**src/sv/msr_pkg.sv**
```systemverilog
package msr_pkg;

  typedef enum logic [4:0] {
    S_IDLE,
    S_RED,
    S_DISP,
    S_POW,
    S_MUL,
    S_MULW,
    S_POWW,
    S_C3,
    S_QS,
    S_ZTEST,
    S_ZNEXT,
    S_CQ,
    S_TQ,
    S_RQ,
    S_LOOP,
    S_KSQ,
    S_KCHK,
    S_BSQ,
    S_UPD1,
    S_UPD2,
    S_UPD3,
    S_DONE
  } state_t;

  // what to do once an exponentiation finishes
  typedef enum logic [2:0] {
    P_C3,
    P_Z,
    P_C,
    P_T,
    P_R
  } pdest_t;

endpackage

```
**src/sv/msr_mulmod.sv**
```systemverilog
// bit-serial modular multiplier, one bit of b per cycle, msb first
module msr_mulmod #(
  parameter int W = 31
) (
  input  logic         clk,
  input  logic         rst,
  input  logic         start,
  input  logic [W-1:0] a,
  input  logic [W-1:0] b,
  input  logic [W-1:0] p,
  output logic         busy,
  output logic [W-1:0] prod
);

  localparam int CW = $clog2(W + 1);

  logic [W-1:0]  acc;
  logic [W-1:0]  bsh;
  logic [CW-1:0] cnt;
  logic [W+1:0]  dbl;
  logic [W+1:0]  dred;
  logic [W+1:0]  add;
  logic [W+1:0]  acc_next;

  always_comb begin
    dbl = {2'b00, acc} << 1;
    dred = (dbl >= {2'b00, p}) ? dbl - {2'b00, p} : dbl;
    add = dred + (bsh[W-1] ? {2'b00, a} : '0);
    acc_next = (add >= {2'b00, p}) ? add - {2'b00, p} : add;
  end

  assign prod = acc;

  always_ff @(posedge clk) begin
    if (rst) begin
      busy <= 1'b0;
      cnt <= '0;
    end else if (start) begin
      busy <= 1'b1;
      cnt <= CW'(W);
    end else if (busy) begin
      cnt <= cnt - 1'b1;
      if (cnt == CW'(1)) busy <= 1'b0;
    end
  end

  always_ff @(posedge clk) begin
    if (start) begin
      acc <= '0;
      bsh <= b;
    end else if (busy) begin
      acc <= acc_next[W-1:0];
      bsh <= bsh << 1;
    end
  end

endmodule

```
**src/sv/modular_square_root.sv**
```systemverilog
// Modular square root by Tonelli-Shanks over a prime modulus (2, 3 mod 4, or 1 mod 4).
// One item is worked at a time. Every modular product goes through a single bit-serial
// multiplier. The input reduction is a bit-serial remainder, and p = 2 finishes after it.
// An exponentiation by a 31-bit exponent takes up to about 2*MOD_WIDTH products, and
// p = 3 mod 4 needs one of them plus a check. For p = 1 mod 4 one exponentiation runs
// for each candidate z until a non-residue is found, and three more follow, then the
// squaring loops add up to about S*S/2 products where p-1 = Q*2^S. The result is held
// in an output register until taken; the next item is accepted while it waits, and a
// finished item waits for that register.
module modular_square_root #(
  parameter int MOD_WIDTH = 31
) (
  input  logic                   clk,
  input  logic                   rst,
  input  logic                   s_tvalid,
  output logic                   s_tready,
  input  logic [((2*MOD_WIDTH+7)/8)*8-1:0] s_tdata,  // value, modulus, zero fill
  output logic                   m_tvalid,
  input  logic                   m_tready,
  output logic [((MOD_WIDTH+7)/8)*8-1:0]   m_tdata,  // root, zero fill
  output logic                   m_tuser   // no_root
);

  localparam int W = MOD_WIDTH;
  localparam int CW = $clog2(W + 1);
  localparam int OW = ((W + 7) / 8) * 8;

  msr_pkg::state_t state, state_next;
  msr_pkg::state_t ret;
  msr_pkg::pdest_t pdest;

  logic [W-1:0] n, p, q, z, c, t, r, b, sq;
  logic [CW-1:0] s, k, i;
  logic [W-1:0] pacc, pbase, pexp;
  logic [W-1:0] ma, mb;
  logic         mstart, mbusy;
  logic [W-1:0] mprod;
  logic [W-1:0] rem;
  logic [W-1:0] nsh;
  logic [CW-1:0] rcnt;
  logic [W:0]   rtry;
  logic [1:0]   mstep;
  logic         no_root;
  logic [W-1:0] root;
  logic         out_free;

  msr_mulmod #(.W(W)) u_mul (
    .clk(clk), .rst(rst), .start(mstart), .a(ma), .b(mb), .p(p),
    .busy(mbusy), .prod(mprod)
  );

  assign s_tready = (state == msr_pkg::S_IDLE);
  assign out_free = !m_tvalid || m_tready;
  assign rtry = {rem, nsh[W-1]};

  always_comb begin
    state_next = state;
    unique case (state)
      msr_pkg::S_IDLE: if (s_tvalid && s_tready) state_next = msr_pkg::S_RED;
      msr_pkg::S_RED:  if (rcnt == '0) state_next = msr_pkg::S_DISP;
      msr_pkg::S_DISP: begin
        if (p < W'(3)) state_next = msr_pkg::S_DONE;
        else if (p[1:0] == 2'b11) state_next = msr_pkg::S_POW;
        else state_next = msr_pkg::S_QS;
      end
      msr_pkg::S_POW:
        state_next = (pexp == '0) ? msr_pkg::S_POWW : msr_pkg::S_MULW;
      msr_pkg::S_MUL:
        state_next = (mstep == 2'd0) ? msr_pkg::S_MULW : msr_pkg::S_POW;
      msr_pkg::S_MULW: if (!mbusy && !mstart) state_next = ret;
      msr_pkg::S_POWW: begin
        unique case (pdest)
          msr_pkg::P_C3: state_next = msr_pkg::S_MULW;
          msr_pkg::P_Z:
            state_next = (pacc == W'(1)) ? msr_pkg::S_ZNEXT : msr_pkg::S_CQ;
          msr_pkg::P_C: state_next = msr_pkg::S_TQ;
          msr_pkg::P_T: state_next = msr_pkg::S_RQ;
          msr_pkg::P_R: state_next = msr_pkg::S_LOOP;
          default: state_next = msr_pkg::S_DONE;
        endcase
      end
      msr_pkg::S_C3:    state_next = msr_pkg::S_DONE;
      msr_pkg::S_QS:    if (q[0]) state_next = msr_pkg::S_ZTEST;
      msr_pkg::S_ZTEST: state_next = msr_pkg::S_POW;
      msr_pkg::S_ZNEXT: state_next = msr_pkg::S_ZTEST;
      msr_pkg::S_CQ:    state_next = msr_pkg::S_POW;
      msr_pkg::S_TQ:    state_next = msr_pkg::S_POW;
      msr_pkg::S_RQ:    state_next = msr_pkg::S_POW;
      msr_pkg::S_LOOP:
        state_next = (t > W'(1)) ? msr_pkg::S_KCHK : msr_pkg::S_DONE;
      msr_pkg::S_KCHK: begin
        if (sq != W'(1) && k <= s) state_next = msr_pkg::S_MULW;
        else if (k >= s) state_next = msr_pkg::S_DONE;
        else state_next = msr_pkg::S_BSQ;
      end
      msr_pkg::S_KSQ:  state_next = msr_pkg::S_KCHK;
      msr_pkg::S_BSQ:
        state_next = (i + 1'b1 < s - k) ? msr_pkg::S_MULW : msr_pkg::S_UPD1;
      msr_pkg::S_UPD1: state_next = msr_pkg::S_MULW;
      msr_pkg::S_UPD2: state_next = msr_pkg::S_MULW;
      msr_pkg::S_UPD3:
        state_next = (mstep == 2'd3) ? msr_pkg::S_LOOP : msr_pkg::S_MULW;
      msr_pkg::S_DONE: if (out_free) state_next = msr_pkg::S_IDLE;
      default: state_next = state;
    endcase
  end

  // control is a single sequencer; multiplications return through ret
  always_ff @(posedge clk) begin
    if (rst) begin
      state <= msr_pkg::S_IDLE;
      m_tvalid <= 1'b0;
      mstart <= 1'b0;
    end else begin
      state <= state_next;
      mstart <= (state_next == msr_pkg::S_MULW) && (state != msr_pkg::S_MULW);
      if (state == msr_pkg::S_DONE && out_free) m_tvalid <= 1'b1;
      else if (m_tready) m_tvalid <= 1'b0;
      unique case (state)
        msr_pkg::S_IDLE: if (s_tvalid && s_tready) begin
          n <= '0;
          p <= s_tdata[W +: W];
          nsh <= s_tdata[W-1:0];
          rem <= '0;
          rcnt <= CW'(W);
        end
        msr_pkg::S_RED: if (rcnt != '0) begin
          rem <= (rtry >= {1'b0, p}) ? W'(rtry - {1'b0, p}) : rtry[W-1:0];
          nsh <= nsh << 1;
          rcnt <= rcnt - 1'b1;
        end
        msr_pkg::S_DISP: begin
          n <= rem;
          no_root <= (p < W'(2));
          root <= (p == W'(2)) ? {{(W-1){1'b0}}, rem[0]} : '0;
          if (p[1:0] == 2'b11) begin
            pbase <= rem;
            pexp <= W'(({1'b0, p} + 1'b1) >> 2);
            pacc <= W'(1);
            pdest <= msr_pkg::P_C3;
          end else if (p > W'(2)) begin
            q <= p - 1'b1;
            s <= '0;
          end
        end
        // square-and-multiply, lsb first
        msr_pkg::S_POW: begin
          if (pexp != '0) begin
            mstep <= pexp[0] ? 2'd0 : 2'd1;
            ma <= pexp[0] ? pacc : pbase;
            mb <= pbase;
            ret <= msr_pkg::S_MUL;
          end
        end
        msr_pkg::S_MUL: begin
          if (mstep == 2'd0) begin
            pacc <= mprod;
            ma <= pbase; mb <= pbase; mstep <= 2'd1;
            ret <= msr_pkg::S_MUL;
          end else begin
            pbase <= mprod;
            pexp <= pexp >> 1;
          end
        end
        msr_pkg::S_POWW: begin
          unique case (pdest)
            msr_pkg::P_C3: begin
              r <= pacc; ma <= pacc; mb <= pacc;
              ret <= msr_pkg::S_C3;
            end
            msr_pkg::P_Z: ;
            msr_pkg::P_C: c <= pacc;
            msr_pkg::P_T: t <= pacc;
            msr_pkg::P_R: r <= pacc;
            default: ;
          endcase
        end
        msr_pkg::S_C3: begin
          if (mprod == n) root <= r;
          else no_root <= 1'b1;
        end
        msr_pkg::S_QS: begin
          if (q[0]) begin
            z <= W'(2);
          end else begin
            q <= q >> 1;
            s <= s + 1'b1;
          end
        end
        msr_pkg::S_ZTEST: begin
          pbase <= z; pexp <= (p - 1'b1) >> 1; pacc <= W'(1);
          pdest <= msr_pkg::P_Z;
        end
        msr_pkg::S_ZNEXT: begin
          z <= z + 1'b1;
        end
        msr_pkg::S_CQ: begin
          pbase <= z; pexp <= q; pacc <= W'(1);
          pdest <= msr_pkg::P_C;
        end
        msr_pkg::S_TQ: begin
          pbase <= n; pexp <= q; pacc <= W'(1);
          pdest <= msr_pkg::P_T;
        end
        msr_pkg::S_RQ: begin
          pbase <= n; pexp <= W'(({1'b0, q} + 1'b1) >> 1); pacc <= W'(1);
          pdest <= msr_pkg::P_R;
        end
        msr_pkg::S_LOOP: begin
          if (t > W'(1)) begin
            k <= '0; sq <= t;
          end else begin
            root <= (t == W'(1)) ? r : '0;
          end
        end
        // find least k with t^(2^k) == 1
        msr_pkg::S_KCHK: begin
          if (sq != W'(1) && k <= s) begin
            ma <= sq; mb <= sq;
            ret <= msr_pkg::S_KSQ;
          end else if (k >= s) begin
            no_root <= 1'b1;
          end else begin
            b <= c; i <= '0;
          end
        end
        msr_pkg::S_KSQ: begin
          sq <= mprod; k <= k + 1'b1;
        end
        msr_pkg::S_BSQ: begin
          if (i != '0) b <= mprod;
          if (i + 1'b1 < s - k) begin
            ma <= (i != '0) ? mprod : b;
            mb <= (i != '0) ? mprod : b;
            i <= i + 1'b1;
            ret <= msr_pkg::S_BSQ;
          end
        end
        msr_pkg::S_UPD1: begin
          s <= k;
          ma <= b; mb <= b;
          ret <= msr_pkg::S_UPD2;
        end
        msr_pkg::S_UPD2: begin
          c <= mprod;
          ma <= t; mb <= mprod;
          ret <= msr_pkg::S_UPD3;
        end
        msr_pkg::S_UPD3: begin
          if (mstep == 2'd3) begin
            r <= mprod; mstep <= 2'd0;
          end else begin
            t <= mprod;
            ma <= r; mb <= b; mstep <= 2'd3;
            ret <= msr_pkg::S_UPD3;
          end
        end
        msr_pkg::S_DONE: if (out_free) begin
          m_tdata <= no_root ? '0 : OW'(root);
          m_tuser <= no_root;
        end
        default: ;
      endcase
    end
  end

endmodule
```
**config.mk**
```make
export PLATFORM = sky130hd
export DESIGN_NAME = modular_square_root
export DESIGN_NICKNAME = d
export VERILOG_FILES = /design/src/sv/msr_pkg.sv /design/src/sv/msr_mulmod.sv /design/src/sv/modular_square_root.sv
export SDC_FILE = /design/constraint.sdc
export NUM_CORES = 2
export LEC_CHECK = 0
export ABC_AREA = 1
export BUFFER_PORTS_ARGS = -buffer_cell sky130_fd_sc_hd__buf_2
export CORE_UTILIZATION = 30
export CTS_BUF_LIST = sky130_fd_sc_hd__clkbuf_8 sky130_fd_sc_hd__clkbuf_16
export CTS_CLUSTER_SIZE = 14
export DETAILED_ROUTE_END_ITERATION = 6
export PLACE_DENSITY_LB_ADDON = 0.05
export SKIP_CTS_REPAIR_TIMING = 1
export SLEW_MARGIN = 20
export SYNTH_ARGS = -nofsm -noshare
export SYNTH_HDL_FRONTEND = slang
export SYNTH_SLANG_ARGS = --single-unit
export TNS_END_PERCENT = 50
```
**constraint.sdc**
```tcl
create_clock -name clk -period 9.18 [get_ports clk]
set_clock_uncertainty 0.05 [all_clocks]
set_input_delay 1.377 -clock clk [delete_from_list [all_inputs] [get_ports clk]]
set_output_delay 1.377 -clock clk [all_outputs]
set_load 0.02 [all_outputs]
```
==> summary.txt <==
Clock network
  – Worst-path clk slew: 0.06 ns
  – Num CTS Buffers: 86
  – Clk_lat worst skew: 0.72 ns
  – Clock sinks: 665
  – H-tree level count: 3
  – Clock Tree Buf Depth: 3
  – CTS tree: yes
  – Clk root buf: clkbuf_16

Logic synthesis
  – Post-synth EDFFs: 621
  – Post-Syn Area: 41100 um^2
  – Number of library cell types mapped by synthesis: 64
  – Synth area leader: edfxtp_1
  – Post-Synth Adder-Cell Area: 4.69%
  – Yosys reg bits: 665
  – Cells after synthesis: 4950
  – Asr flop ratio synth: 0%
  – Simple-Gate Fraction of Synth Area: 21.2%
  – Post-synthesis compound-gate area fraction: 14.1%
  – Synth top area share: 45.3%
  – Syn avg cell area: 8.31 um^2
  – Synth Area in XOR/XNOR: 4.26%
  – YS warnings: 0
  – Synthesized net count: 5169
  – Top_reg_cell synth: edfxtp_1
  – Largest family of logic cells by synthesized area: simple AND/OR/NAND/NOR gates
  – Seq/Total Area, Yosys: 47.5%
  – Top cells by area, synth: edfxtp_1, nand2_1, inv_1
  – Mux cell area share after synthesis: 0.219%

Die
  – Die width: 372 um
  – Initial Utilization: 30.3%
  – Core ar.: 136000 um^2
  – IO Count: 103
  – Die Area: 139000 um^2
  – Die height: 372 um
  – # rows: 135

Critical path
  – CP Depth: 38
  – Largest fanout on the critical path: 30
  – Worst EP required: 9.72 ns
  – Crit-path most repeated cell: nand2_1
  – Critical path launch point type: flip-flop
  – WP data arrival: 8.26 ns
  – Crit end category: flip-flop
  – Buffers & Inverters on Critical Path: 6
  – Largest stage delay, worst path: 0.61 ns
  – Top delay family on crit path: simple AND/OR/NAND/NOR gates
  – WS Path Type: flip-flop to flip-flop
  – Slowest library cell on the worst path: edfxtp_1
  – Depth of the worst register-to-register path: 38

Detailed routing
  – Met3 wire len: 8.69 mm
  – 1st-iter DRT viols: 3254
  – Top layer in use: met5
  – WL met1: 78.1 mm
  – DRC errors left: 5
  – First drt pass iteration count: 7
  – WL met2: 76.7 mm
  – Routed length per instance: 24.5 um
  – Routed wire length: 169 mm
  – Routed Antenna Nets: 0
  – Vias: 35800
  – Vias per cell: 5.19

Outcome
  – Run status: finished, violations left
  – Failing checks: design-rule violations

Placement
  – GPL Wtd Cong: 0.905
  – Half-perimeter wire length after placement: 128 mm
  – I/O Buffers: 99
  – Placed cell area: 44100 um^2

Pwr
  – Combinational share of power: 52.2%
  – Net switching fraction of the power: 47.6%
  – P per Cell Area: 362 nW/um^2
  – Clock share of power: 19.9%
  – Flop pwr share: 28.0%
  – Psw: 8.07 mW
  – Int Power: 8.88 mW
  – LEAKAGE: 19.7 nW
  – Peak supply drop: 0.259 mV

Timing
  – Setup-violating endpoint count in the final report: 0
  – FMAX: 130 MHz
  – Worst Max-Slew Pin Slew: 1.11 ns
  – Max-Slew Margin vs Limit: 26.0%
  – RSZ-0062 raised after global routing: no
  – Fin crit share: 84.1%
  – Slew Viols, Final: 0
  – Fin. Hold Viols: 0
  – Min cycle time layout: 7.72 ns
  – Final setup TNS: 0 ns

Worst hold path
  – Hold Crit Depth: 2
  – Hold Crit Class: flip-flop to flip-flop

Cells and area
  – Area grow syn2layout: 13.8%
  – Finished Cell Area: 46800 um^2
  – Layout cells sized above 1: 8.33%
  – Finished Core Util: 34.5%
  – Layout fillers: 14400
  – Nets: 5272

Flow run
  – Max Cap Viol: 0

Global routing
  – Vias in the first global route: 34800
  – Initial antenna violation count: 2
  – Pin count of the biggest net entering global routing: 66
  – Global-route usage over all layers: 24.2%
  – GRT overflow: 0
  – First-pass GRT wire length: 244 mm
-- final timing paths --
check / startpoint / endpoint / slack, ns
setup / recovery: p[14] / u_mul.prod[19] / 1.46
hold / removal: u_mul.cnt[3] / u_mul.cnt[3] / 0.43
hold reg to reg: u_mul.cnt[3] / u_mul.cnt[3] / 0.43
setup reg to reg: p[14] / u_mul.prod[19] / 1.46
-- per-layer routing --
layer | GRT usage (%) | up-vias
met3 | 3.22 | 233
met1 | 33.5 | 17400
met2 | 39.0 | 1089
li1 | - | 17100
met4 | 7.42 | 2
met5 | 0 | -
-- sequential cells by signal, summed over array words and instances (netlist names), 31 cells and up --
register    count
t              31
p              31
m_tdata        31
pacc           31
z              31
rem            31
pbase          31
root           31
ma             31
c              31
r              31
mb             31
q              31
pexp           31
sq             31
b              31
u_mul.bsh      31
nsh            31
u_mul.prod     31
n              31
-- area by class of cell --
cell class              instances  area [um^2]  share of cell area, %
multi-input cells            3426        18500                   39.5
diodes                          3         7.51                 0.0160
clock buffers                  89         2220                   4.73
flip-flops and latches        665        19500                   41.7
repair buffers                201         1270                   2.72
well taps                    1781         2230                   4.76
inverters                     673         2530                   5.40
clock inverters                61          512                   1.09
-- placed cells by master (no fill, tap or decap), types with 8 or more instances in the layout --
cell type / synthesis / final
o22ai_1: 41 / 41
buf_2: 21 / 99
o221ai_1: 13 / 13
inv_2: 14 / 18
edfxtp_1: 621 / 621
nor4_1: 52 / 51
dfxtp_1: 44 / 44
nand4_1: 91 / 91
mux2i_1: 9 / 9
xnor2_1: 65 / 65
a31oi_1: 55 / 54
o2111ai_1: 12 / 12
a22oi_1: 11 / 11
nor2_4: 2 / 12
o21ai_0: 356 / 356
a211oi_1: 18 / 17
clkinv_2: 0 / 11
xor2_1: 135 / 135
nor3_1: 72 / 67
nor3_2: 3 / 8
o21ai_1: 9 / 9
or2_2: 16 / 16
buf_4: 5 / 101
o21a_1: 11 / 11
a21o_1: 29 / 29
nand2_2: 21 / 23
o211ai_1: 22 / 22
nor2_1: 513 / 501
inv_1: 653 / 669
nand2_1: 1102 / 1100
o21bai_1: 25 / 25
a221oi_1: 70 / 69
clkbuf_16: 0 / 88
ha_1: 146 / 146
clkinv_1: 6 / 19
nor2_2: 10 / 12
nand3_1: 167 / 166
a21oi_1: 294 / 292
-- cells in the mapped netlist (12+ instances only) --
master and count:
o21ai_0 356, a211oi_1 18, edfxtp_1 621, inv_2 14, nor3_1 72, nand3_1 167
xnor2_1 65, a21oi_1 294, a31oi_1 55, o21bai_1 25, o2111ai_1 12, nand2_1 1102
a21o_1 29, o22ai_1 41, xor2_1 135, nand4_1 91, clkbuf_1 146, inv_1 653
or2_2 16, dfxtp_1 44, nand2_2 21, ha_1 146, o221ai_1 13, buf_2 21
nor2_1 513, a221oi_1 70, o211ai_1 22, nor4_1 52
-- cells by family (layout without fill, tap and decap cells) --
family                     count (synthesis)  after routing
and+or+nand+nor                         2074           2074
AOI/OAI and AO/OA                        991            991
buffers and inverters                    859           1024
DFF                                      665            665
xor gates and xnor gates                 200            200
adders and majority gates                151            151
muxes                                      9              9
other                                      1              4
-- power by group through the flow --
stage	Clock, mW	Combinational [mW]	Sequential (mW)
final	3.37	8.84	4.74
after global placement	0	8.85	4.78
after floorplan	0	6.03	4.52
after detailed placement	0	8.77	4.78
after global routing	3.56	9.79	4.78
after CTS	3.46	8.82	4.72
-- per-stage QoR --
step	instances	total power [mW]	hold slack [ns]	setup WS [ns]
after floorplan	4950	10.5	0.399	2.43
after global placement	6746	13.6	0.419	1.37
after detailed placement	6746	13.5	0.424	1.33
after CTS	6896	17.0	0.431	1.29
after global routing	6896	18.1	0.465	0.875
final	6899	16.9	0.428	1.46
-- worst register-to-register path: cells and delay by family, from the launching register on --
| kind | cells | cell delay, ns |
|---|---|---|
| AOI/OAI and AO/OA | 4 | 0.66 |
| DFF | 1 | 0.61 |
| and+or+nand+nor | 24 | 3.81 |
| adders and majority gates | 3 | 1.23 |
| xor gates and xnor gates | 1 | 0.27 |
| buffers and inverters | 6 | 0.99 |
Note: power is estimated with default switching activity, not from simulation.
